==> config.mk <==
export PLATFORM = sky130hd
export DESIGN_NAME = sorted_event_queue_top_flat
export DESIGN_NICKNAME = d
export VERILOG_FILES = /design/src/hw/rtl/evq_pkg.sv /design/src/hw/rtl/evq_if.sv /design/src/hw/rtl/evq_cell.sv /design/src/hw/rtl/sorted_event_queue_top.sv /design/src/flat_wrapper.sv
export SDC_FILE = /design/constraint.sdc
export NUM_CORES = 2
export LEC_CHECK = 0
export ABC_AREA = 1
export BUFFER_PORTS_ARGS = -buffer_cell sky130_fd_sc_hd__buf_2
export CAP_MARGIN = 20
export CORE_MARGIN = 5
export CORE_UTILIZATION = 51
export CTS_CLUSTER_SIZE = 28
export DETAILED_ROUTE_END_ITERATION = 8
export PLACE_DENSITY = 0.72
export SYNTH_ARGS = -nofsm -noshare
export SYNTH_HDL_FRONTEND = slang
export SYNTH_HIERARCHICAL = 1
export SYNTH_SLANG_ARGS = --single-unit
==> constraint.sdc <==
create_clock -name clk_i -period 7.5 [get_ports clk_i]
set_clock_uncertainty 0.1 [all_clocks]
set_input_delay 1.125 -clock clk_i [delete_from_list [all_inputs] [get_ports clk_i]]
set_output_delay 1.125 -clock clk_i [all_outputs]
set_load 0.005 [all_outputs]
==> src/hw/rtl/evq_pkg.sv <==
// evq_pkg: shared types and codes for the sorted event queue
// depends on nothing; imported by the channel interfaces, the cell and the top level
`timescale 1ns / 1ps

package evq_pkg;

  // width of the event kind tag
  localparam int unsigned KIND_W = 4;

  // opcode values
  localparam logic OP_INSERT = 1'b0;
  localparam logic OP_POP    = 1'b1;

  // status codes of a result
  localparam logic [1:0] ST_DONE  = 2'd0;
  localparam logic [1:0] ST_FULL  = 2'd1;
  localparam logic [1:0] ST_EMPTY = 2'd2;

  // per-cycle command broadcast to every cell
  typedef struct packed {
    logic ins;  // accepted insert into a queue with room
    logic pop;  // accepted pop from a non-empty queue
  } evq_ctrl_t;

endpackage

==> src/hw/rtl/evq_if.sv <==
// evq_if: valid/ready channels for queue requests and results
// depends on evq_pkg for the kind width
`timescale 1ns / 1ps

interface evq_in_if
  import evq_pkg::*;
#(
  parameter int unsigned TIME_WIDTH = 32
);
  logic                  valid;
  logic                  ready;
  logic                  opcode;
  logic [KIND_W-1:0]     event_kind;
  logic [TIME_WIDTH-1:0] event_time;

  modport source (output valid, opcode, event_kind, event_time, input ready);
  modport sink   (input valid, opcode, event_kind, event_time, output ready);
endinterface

interface evq_out_if
  import evq_pkg::*;
#(
  parameter int unsigned TIME_WIDTH = 32,
  parameter int unsigned CNT_W      = 5
);
  logic                  valid;
  logic                  ready;
  logic [1:0]            status;
  logic [KIND_W-1:0]     popped_kind;
  logic [TIME_WIDTH-1:0] popped_time;
  logic [CNT_W-1:0]      occupancy;

  modport source (output valid, status, popped_kind, popped_time, occupancy, input ready);
  modport sink   (input valid, status, popped_kind, popped_time, occupancy, output ready);
endinterface

==> src/hw/rtl/evq_cell.sv <==
// evq_cell: one slot of the sorted queue, exchanges its entry with its neighbors
// depends on evq_pkg for the command struct and kind width
`timescale 1ns / 1ps

module evq_cell
  import evq_pkg::*;
#(
  parameter int unsigned TIME_WIDTH = 32
) (
  input  logic                  clk_i,
  input  logic                  rst_ni,
  input  evq_ctrl_t             ctrl_i,
  input  logic [TIME_WIDTH-1:0] new_time_i,
  input  logic [KIND_W-1:0]     new_kind_i,
  input  logic                  left_gt_i,
  input  logic                  left_valid_i,
  input  logic [TIME_WIDTH-1:0] left_time_i,
  input  logic [KIND_W-1:0]     left_kind_i,
  input  logic                  right_valid_i,
  input  logic [TIME_WIDTH-1:0] right_time_i,
  input  logic [KIND_W-1:0]     right_kind_i,
  output logic                  gt_o,
  output logic                  valid_o,
  output logic [TIME_WIDTH-1:0] time_o,
  output logic [KIND_W-1:0]     kind_o
);

  logic                  valid_q, valid_d;
  logic [TIME_WIDTH-1:0] time_q, time_d;
  logic [KIND_W-1:0]     kind_q, kind_d;

  // new event goes at or before this slot: slot empty or holds a later time
  assign gt_o = !valid_q || (time_q > new_time_i);

  // insert shifts the tail right, pop shifts everything left
  always_comb begin
    valid_d = valid_q;
    time_d  = time_q;
    kind_d  = kind_q;
    if (ctrl_i.ins) begin
      if (left_gt_i) begin
        valid_d = left_valid_i;
        time_d  = left_time_i;
        kind_d  = left_kind_i;
      end else if (gt_o) begin
        valid_d = 1'b1;
        time_d  = new_time_i;
        kind_d  = new_kind_i;
      end
    end else if (ctrl_i.pop) begin
      valid_d = right_valid_i;
      time_d  = right_time_i;
      kind_d  = right_kind_i;
    end
  end

  // occupancy flag
  always_ff @(posedge clk_i or negedge rst_ni) begin
    if (!rst_ni) begin
      valid_q <= 1'b0;
    end else begin
      valid_q <= valid_d;
    end
  end

  // entry payload
  always_ff @(posedge clk_i) begin
    time_q <= time_d;
    kind_q <= kind_d;
  end

  assign valid_o = valid_q;
  assign time_o  = time_q;
  assign kind_o  = kind_q;

endmodule

==> src/hw/rtl/sorted_event_queue_top.sv <==
// A result is registered at the edge that accepts its request transaction
// and is offered on the result channel in the following cycle.
// Throughput: one insert or pop per cycle while results are taken; every cell of the row
// compares the new time at once and moves its entry by at most one slot per cycle.
// Reset: asynchronous, clears the cell occupancy flags, the entry count and the result valid
// flag; stored times and kinds and the result payload are not cleared and need no clearing pass.
`timescale 1ns / 1ps

module sorted_event_queue_top
  import evq_pkg::*;
#(
  parameter int unsigned DEPTH      = 16,
  parameter int unsigned TIME_WIDTH = 32
) (
  input  logic      clk_i,
  input  logic      rst_ni,
  evq_in_if.sink    req_i,
  evq_out_if.source rsp_o
);

  localparam int unsigned CNT_W = $clog2(DEPTH + 1);

  logic                  cell_gt    [DEPTH];
  logic [DEPTH-1:0]      cell_valid;
  logic [TIME_WIDTH-1:0] cell_time  [DEPTH];
  logic [KIND_W-1:0]     cell_kind  [DEPTH];
  logic [DEPTH-1:0]      order_ok;

  logic                  accept;
  logic                  is_pop;
  logic                  full;
  logic                  empty;
  evq_ctrl_t             ctrl;

  logic [CNT_W-1:0]      cnt_q, cnt_d;
  logic                  rsp_valid_q;
  logic [1:0]            status_q, status_d;
  logic [KIND_W-1:0]     kind_q, kind_d;
  logic [TIME_WIDTH-1:0] time_q, time_d;

  // request handshake, result register frees up when taken
  assign req_i.ready = !rsp_valid_q || rsp_o.ready;
  assign accept      = req_i.valid && req_i.ready;
  assign is_pop      = (req_i.opcode == OP_POP);
  assign full        = cell_valid[DEPTH-1];
  assign empty       = !cell_valid[0];

  // command broadcast to the row
  assign ctrl.ins = accept && !is_pop && !full;
  assign ctrl.pop = accept && is_pop && !empty;

  // row of cells, slot 0 holds the earliest event
  for (genvar i = 0; i < DEPTH; i++) begin : g_cell
    logic                  l_gt;
    logic                  l_valid;
    logic [TIME_WIDTH-1:0] l_time;
    logic [KIND_W-1:0]     l_kind;
    logic                  r_valid;
    logic [TIME_WIDTH-1:0] r_time;
    logic [KIND_W-1:0]     r_kind;

    if (i == 0) begin : g_first
      assign l_gt    = 1'b0;
      assign l_valid = 1'b0;
      assign l_time  = '0;
      assign l_kind  = '0;
    end else begin : g_mid_l
      assign l_gt    = cell_gt[i-1];
      assign l_valid = cell_valid[i-1];
      assign l_time  = cell_time[i-1];
      assign l_kind  = cell_kind[i-1];
    end

    if (i == DEPTH - 1) begin : g_last
      assign r_valid     = 1'b0;
      assign r_time      = '0;
      assign r_kind      = '0;
      assign order_ok[i] = 1'b1;
    end else begin : g_mid_r
      assign r_valid     = cell_valid[i+1];
      assign r_time      = cell_time[i+1];
      assign r_kind      = cell_kind[i+1];
      assign order_ok[i] = !cell_valid[i+1] || (cell_time[i] <= cell_time[i+1]);
    end

    evq_cell #(
      .TIME_WIDTH (TIME_WIDTH)
    ) u_cell (
      .clk_i         (clk_i),
      .rst_ni        (rst_ni),
      .ctrl_i        (ctrl),
      .new_time_i    (req_i.event_time),
      .new_kind_i    (req_i.event_kind),
      .left_gt_i     (l_gt),
      .left_valid_i  (l_valid),
      .left_time_i   (l_time),
      .left_kind_i   (l_kind),
      .right_valid_i (r_valid),
      .right_time_i  (r_time),
      .right_kind_i  (r_kind),
      .gt_o          (cell_gt[i]),
      .valid_o       (cell_valid[i]),
      .time_o        (cell_time[i]),
      .kind_o        (cell_kind[i])
    );
  end

  // entry count and result payload
  always_comb begin
    cnt_d    = cnt_q;
    status_d = ST_DONE;
    kind_d   = '0;
    time_d   = '0;
    if (is_pop) begin
      if (empty) begin
        status_d = ST_EMPTY;
      end else begin
        kind_d = cell_kind[0];
        time_d = cell_time[0];
        cnt_d  = cnt_q - CNT_W'(1);
      end
    end else begin
      if (full) begin
        status_d = ST_FULL;
      end else begin
        cnt_d = cnt_q + CNT_W'(1);
      end
    end
  end

  // control registers
  always_ff @(posedge clk_i or negedge rst_ni) begin
    if (!rst_ni) begin
      cnt_q       <= '0;
      rsp_valid_q <= 1'b0;
    end else begin
      if (accept) begin
        cnt_q <= cnt_d;
      end
      if (accept) begin
        rsp_valid_q <= 1'b1;
      end else if (rsp_o.ready) begin
        rsp_valid_q <= 1'b0;
      end
    end
  end

  // result payload register
  always_ff @(posedge clk_i) begin
    if (accept) begin
      status_q <= status_d;
      kind_q   <= kind_d;
      time_q   <= time_d;
    end
  end

  assign rsp_o.valid       = rsp_valid_q;
  assign rsp_o.status      = status_q;
  assign rsp_o.popped_kind = kind_q;
  assign rsp_o.popped_time = time_q;
  assign rsp_o.occupancy   = cnt_q;

`ifndef ASSERT_OFF
  // count tracks the number of occupied cells
  assert property (@(posedge clk_i) disable iff (!rst_ni)
    cnt_q == CNT_W'($countones(cell_valid)))
    else $error("entry count disagrees with occupied cells");

  // occupied cells form a packed run from slot 0
  assert property (@(posedge clk_i) disable iff (!rst_ni)
    ((cell_valid >> 1) & ~cell_valid) == '0)
    else $error("gap in occupied cells");

  // stored times stay ascending
  assert property (@(posedge clk_i) disable iff (!rst_ni)
    &order_ok)
    else $error("queue out of time order");

  // a pop on an empty row reports empty
  assert property (@(posedge clk_i) disable iff (!rst_ni)
    (accept && is_pop && empty) |=> (rsp_o.valid && rsp_o.status == ST_EMPTY))
    else $error("empty pop not flagged");

  // an insert into a full row reports full and leaves the count alone
  assert property (@(posedge clk_i) disable iff (!rst_ni)
    (accept && !is_pop && full) |=> (rsp_o.status == ST_FULL && $stable(cnt_q)))
    else $error("full insert not flagged");
`endif

endmodule
==> src/flat_wrapper.sv <==
// flat-port wrapper written by rule: the top's interface ports become plain ports
module sorted_event_queue_top_flat import evq_pkg::*;
#(
  parameter int unsigned DEPTH      = 16,
  parameter int unsigned TIME_WIDTH = 32
)
  (clk_i, rst_ni, req_i_valid, req_i_opcode, req_i_event_kind, req_i_event_time, req_i_ready, rsp_o_valid, rsp_o_status, rsp_o_popped_kind, rsp_o_popped_time, rsp_o_occupancy, rsp_o_ready);
  evq_in_if #(.TIME_WIDTH(TIME_WIDTH)) req_i_i ();
  evq_out_if #(.TIME_WIDTH(TIME_WIDTH)) rsp_o_i ();
  input  logic clk_i;
  input  logic rst_ni;
  input wire logic [$bits(req_i_i.valid)-1:0] req_i_valid;
  input wire logic [$bits(req_i_i.opcode)-1:0] req_i_opcode;
  input wire logic [$bits(req_i_i.event_kind)-1:0] req_i_event_kind;
  input wire logic [$bits(req_i_i.event_time)-1:0] req_i_event_time;
  output wire logic [$bits(req_i_i.ready)-1:0] req_i_ready;
  output wire logic [$bits(rsp_o_i.valid)-1:0] rsp_o_valid;
  output wire logic [$bits(rsp_o_i.status)-1:0] rsp_o_status;
  output wire logic [$bits(rsp_o_i.popped_kind)-1:0] rsp_o_popped_kind;
  output wire logic [$bits(rsp_o_i.popped_time)-1:0] rsp_o_popped_time;
  output wire logic [$bits(rsp_o_i.occupancy)-1:0] rsp_o_occupancy;
  input wire logic [$bits(rsp_o_i.ready)-1:0] rsp_o_ready;
  assign req_i_i.valid = req_i_valid;
  assign req_i_i.opcode = req_i_opcode;
  assign req_i_i.event_kind = req_i_event_kind;
  assign req_i_i.event_time = req_i_event_time;
  assign req_i_ready = req_i_i.ready;
  assign rsp_o_valid = rsp_o_i.valid;
  assign rsp_o_status = rsp_o_i.status;
  assign rsp_o_popped_kind = rsp_o_i.popped_kind;
  assign rsp_o_popped_time = rsp_o_i.popped_time;
  assign rsp_o_occupancy = rsp_o_i.occupancy;
  assign rsp_o_i.ready = rsp_o_ready;
  sorted_event_queue_top #(.DEPTH(DEPTH), .TIME_WIDTH(TIME_WIDTH)) u_core (.clk_i(clk_i), .rst_ni(rst_ni), .req_i(req_i_i), .rsp_o(rsp_o_i));
endmodule
# == After elaboration in Yosys (flattened, before gate mapping) ==
# Index checks and enable logic that the tools add are counted.
# totals
reg_bits,636
output_inout_bits,45
elab_cells,346
in_bits,41
# classes
n_mux,197
order_cmp,16
n_addsub,2
n_reduce_logical,60
eq_ne,18
# op_table
cell,n
$mux 32,63
$gt 32x32->1,16
$mux 4,63
$mux 1,66
$ne 3x3->1 const B,15
$reduce_and 2->1,17
$logic_not 1->1,18
$logic_or 1x1->1,17
$mux 5,3
$add 5x1->5 const B,1
$logic_and 1x1->1,5
$sub 5x1->5 const B,1
$mux 2,2
$ne 2x2->1 const B,2
$reduce_bool 2->1,2
$reduce_and 3->1,1
$ne 2x1->1 const B,1

# == Depth between registers and ports, before layout ==
# depth
depth_word,7
mapped_depth,20
ltp_nobuf,20

# == By module ==
# Netlist, hierarchy kept.
# modules_own_cells
mod,cells_each,area_each_um2,seq_area_each_um2,instances
evq_cell,314,2651.3,1106.1,16
sorted_event_queue_top,175,1910.6,1291.2,1

# == Worst setup path before layout ==
# OpenSTA, ideal clock, no wires.
# synth_path
kind,in2reg
start,in rsp_o_ready
end,"reg u_core.g_cell[15].u_cell.kind_q[0], enable pin"
cell_stages,9
setup_ns,0.421
required_time_ns,6.979
arrival_ns,6.365
slack_ns,0.614
n_path_buf,0
path_cell_list,inv_1 -> nand2_1 -> nand2_4 -> nor3_1 -> inv_2 -> nor2_4 -> nand3_2 -> nand2_2 -> inv_1
# synth_rtl
element,line,text
"start, declared",flat_wrapper.sv:22,input wire logic [$bits(rsp_o_i.ready)-1:0] rsp_o_ready;
"end signal, assigned",evq_cell.sv:69,kind_q <= kind_d;
"end, declared",evq_cell.sv:30,"logic [KIND_W-1:0] kind_q, kind_d;"

==> impl_table.tex <==
\begin{tabular}{lr}
\hline
Metric & Value \\
\hline
\multicolumn{2}{l}{\textbf{Status}} \\
\quad Status & finished, final reports clean \\
\multicolumn{2}{l}{\textbf{Global routing}} \\
\quad Initial antenna violation count & 0 \\
\quad Pin count of the biggest net entering global routing & 65 \\
\quad Global-route wire length before repair & 200 mm \\
\quad Remaining Overflow, GRT & 0 \\
\quad Total routing usage reported by global routing & 26.4\% \\
\quad Vias in the first global route & 36800 \\
\multicolumn{2}{l}{\textbf{STA}} \\
\quad Relative slew slack & 39.5\% \\
\quad Number of setup violations in the final report & 0 \\
\quad Transition time of the tightest slew-check pin & 908 ps \\
\quad Final hold violations & 0 \\
\quad RSZ-0062 raised after global routing & no \\
\quad Setup TNS & 0 ps \\
\quad Fmax & 238 MHz \\
\quad Number of pins with negative max-slew slack in the final report & 0 \\
\quad Final critical delay including setup and external delays & 4210 ps \\
\quad Final Cycle Share & 56.1\% \\
\multicolumn{2}{l}{\textbf{Worst setup path}} \\
\quad Depth of the most critical reg-to-reg path & 10 \\
\quad Largest fanout on the critical path & 24 \\
\quad Standard cell with the maximum stage delay on the critical path & sky130\_fd\_sc\_hd\_\_buf\_2 \\
\quad Crit path max-delay family & simple AND/OR/NAND/NOR gates \\
\quad Worst path cell trace & buf\_2 > inv\_1 > ha\_1 > nand2\_2 > nor2\_4 > nand2\_2 > nor2\_2 > nand4\_1 > nand2\_1 > nand2\_1 > nor2\_4 > nand3\_2 > nand2\_2 > clkinv\_1 > buf\_4 \\
\quad Path type of the worst setup path & primary input to register \\
\quad Worst EP arrival & 4450 ps \\
\quad Critical register-to-register path startpoint & u\_core/rsp\_o.valid \\
\quad Slowest Stage Delay on Critical Path & 440 ps \\
\quad Buffers plus inverters on the worst setup path & 4 \\
\quad Reg2Reg Setup Slack & 3720 ps \\
\quad Required time at the endpoint of the critical path & 7740 ps \\
\quad Library cell appearing most often on the critical path & sky130\_fd\_sc\_hd\_\_nand2\_2 \\
\quad Reg-to-reg critical path endpoint & u\_core/g\_cell[10].u\_cell/time\_o[10] \\
\quad Sort of element at the end of the critical path & register \\
\quad Kind of launch point of the worst setup path & primary input \\
\multicolumn{2}{l}{\textbf{Power and ir drop}} \\
\quad Overall power after layout & 12.1 mW \\
\quad Switch Pwr & 4.19 mW \\
\quad Leakage & 22.1 nW \\
\quad Worst IR drop on VDD & 219 µV \\
\quad Net switching fraction of the power & 34.7\% \\
\quad Portion of total power attributed to combinational logic & 26.5\% \\
\quad Areal power density over the cells & 248 nW/µm² \\
\quad Sequential share of power & 43.4\% \\
\quad Share of power burned in the clock network & 30.1\% \\
\quad Internal portion of total power & 7.90 mW \\
\multicolumn{2}{l}{\textbf{Place}} \\
\quad Total half-perimeter wirelength after legalization and detailed placement & 96.5 mm \\
\quad Gpl congestion & 0.895 \\
\quad Port Buf Inserts & 85 \\
\multicolumn{2}{l}{\textbf{Route}} \\
\quad Total iterations of the first detailed-routing run & 6 \\
\quad DRC & 0 \\
\quad Detailed router's first-iteration violation count & 3798 \\
\quad Via density per instance & 5.72 \\
\quad Via count & 37400 \\
\quad Average wire length per cell after detail routing & 19.5 µm \\
\quad Total wirelength of the detailed-routed design & 127 mm \\
\quad Post-detailed-route count of antenna-violating nets & 0 \\
\multicolumn{2}{l}{\textbf{CTS}} \\
\quad Clock H-tree levels & 3 \\
\quad Number of buffers inserted during clock tree synthesis & 75 \\
\quad Root Buffer & sky130\_fd\_sc\_hd\_\_clkbuf\_16 \\
\quad Buffers inserted during post-CTS setup optimization & 0 \\
\quad Insertion delay to the later sink of the worst-skew pair & 650 ps \\
\quad Post-cts sizing count & 0 \\
\quad Register clock-pin slew on the reported worst setup and hold paths & 60 ps \\
\quad TritonCTS clock tree & yes \\
\quad Number of buffers on the longest clock path & 3 \\
\quad Total number of clock tree sinks & 636 \\
\quad Hold buffer count at CTS & 0 \\
\multicolumn{2}{l}{\textbf{Layout}} \\
\quad Fillers & 7731 \\
\quad Footprint of the multi-input gates & 22300 µm² \\
\quad Layout overhead on the synthesized area & 10.0\% \\
\quad Footprint of the flip-flops and latches & 19000 µm² \\
\quad Share of final-layout standard cells stronger than drive strength 1 & 8.97\% \\
\quad Diodes inserted & 0 \\
\quad Net total in the final layout & 5881 \\
\multicolumn{2}{l}{\textbf{Min path}} \\
\quad Class of the worst hold path & primary input to async pin \\
\multicolumn{2}{l}{\textbf{Floorplanning}} \\
\quad Number of placement rows & 108 \\
\quad Die extent in y & 305 µm \\
\quad Floorplan die area & 92900 µm² \\
\quad I/O Pins & 86 \\
\quad CORE AREA & 86500 µm² \\
\quad Effective utilization at floorplan & 51.3\% \\
\quad DIE WIDTH & 305 µm \\
\multicolumn{2}{l}{\textbf{Logic synthesis}} \\
\quad Total of warnings raised by yosys & 6 \\
\quad Netlist Area Pre-Place & 44300 µm² \\
\quad Gate count of the mapped netlist & 5198 \\
\quad Post-synthesis area per instance & 8.53 µm² \\
\multicolumn{2}{l}{\textbf{Job}} \\
\quad Max-capacitance violation count & 0 \\
\hline
\end{tabular}
-- power groups by stage --
stage	sequential [mW]	clock, mW	combinational (mW)
finish	5.24	3.64	3.20
global route	5.30	3.84	3.59
CTS	5.23	3.68	3.11
detailed placement	5.30	0	3.09
global placement	5.30	0	2.97
floorplan	5.09	0	2.26
-- worst max-delay path by stage --
stage,startpoint,endpoint,slack (ps),depth (start not counted)
floorplan,rsp_o_ready,u_core/g_cell[15].u_cell/kind_o[0],620,9
global placement,req_i_event_time[11],u_core/g_cell[1].u_cell/time_o[7],2430,15
detailed placement,req_i_event_time[11],u_core/g_cell[1].u_cell/time_o[3],2420,15
CTS,req_i_event_time[11],u_core/g_cell[1].u_cell/time_o[3],3090,15
global route,req_i_event_time[30],u_core/g_cell[10].u_cell/time_o[29],3130,15
finish,req_i_event_time[31],u_core/g_cell[10].u_cell/time_o[10],3290,15
-- layout make-up --
cell class                      count  area share, %
Multi-Input combinational cell   3753           45.6
Sequential cell                   636           38.9
Inverter                          737           5.68
Clock buffer                       92           4.00
Tap cell                         1155           2.96
Timing Repair Buffer              121           1.88
Clock inverter                     43          0.918
-- through the flow --
stage	instances	util [%]	cell area (µm²)	hold slack, ps	setup slack [ps]
2_1_floorplan	5273	-	44600	397	615
3_3_place_gp	6389	53.3	46100	402	2430
3_5_place_dp	6391	53.3	46100	410	2420
4_1_cts	6526	56.1	48500	410	3090
5_1_grt	6537	56.4	48800	437	3130
6_report	6537	56.4	48800	414	3290
-- flip-flops by register name, indices dropped and copies added (netlist names) --
| register | cells |
|---|---|
| u_core/rsp_o.valid | 1 |
| u_core/g_cell.u_cell/kind_o | 64 |
| u_core/g_cell.u_cell/time_o | 512 |
| u_core/g_cell.u_cell/valid_o | 16 |
| u_core/rsp_o.popped_kind | 4 |
| u_core/rsp_o.occupancy | 5 |
| u_core/rsp_o.status | 2 |
| u_core/rsp_o.popped_time | 32 |
-- cell usage in the layout, fill, tap and decap left out, drive strengths merged --
cell and count:
nand2 1909, inv 721, edfxtp 614, ha 515
o211ai 496, nor2 231, a21oi 210, nand3 149
buf 121, clkbuf 92, conb 76, clkinv 54
nand4 48, o21ai 34, dfrtp 22, nor3 17
or2 17, a21o 16, o21a 16, o22a 16
bufinv 5, xor2 2, fa 1
-- per-layer routing --
metal / share of wire [%] / global-route usage (%)
met1: 45 / 38.4
met2: 45 / 41.7
met3: 8.5 / 4.49
met4: 1.9 / 6.11
met5: 0 / 0
Note: power is estimated with default switching activity, not from simulation.
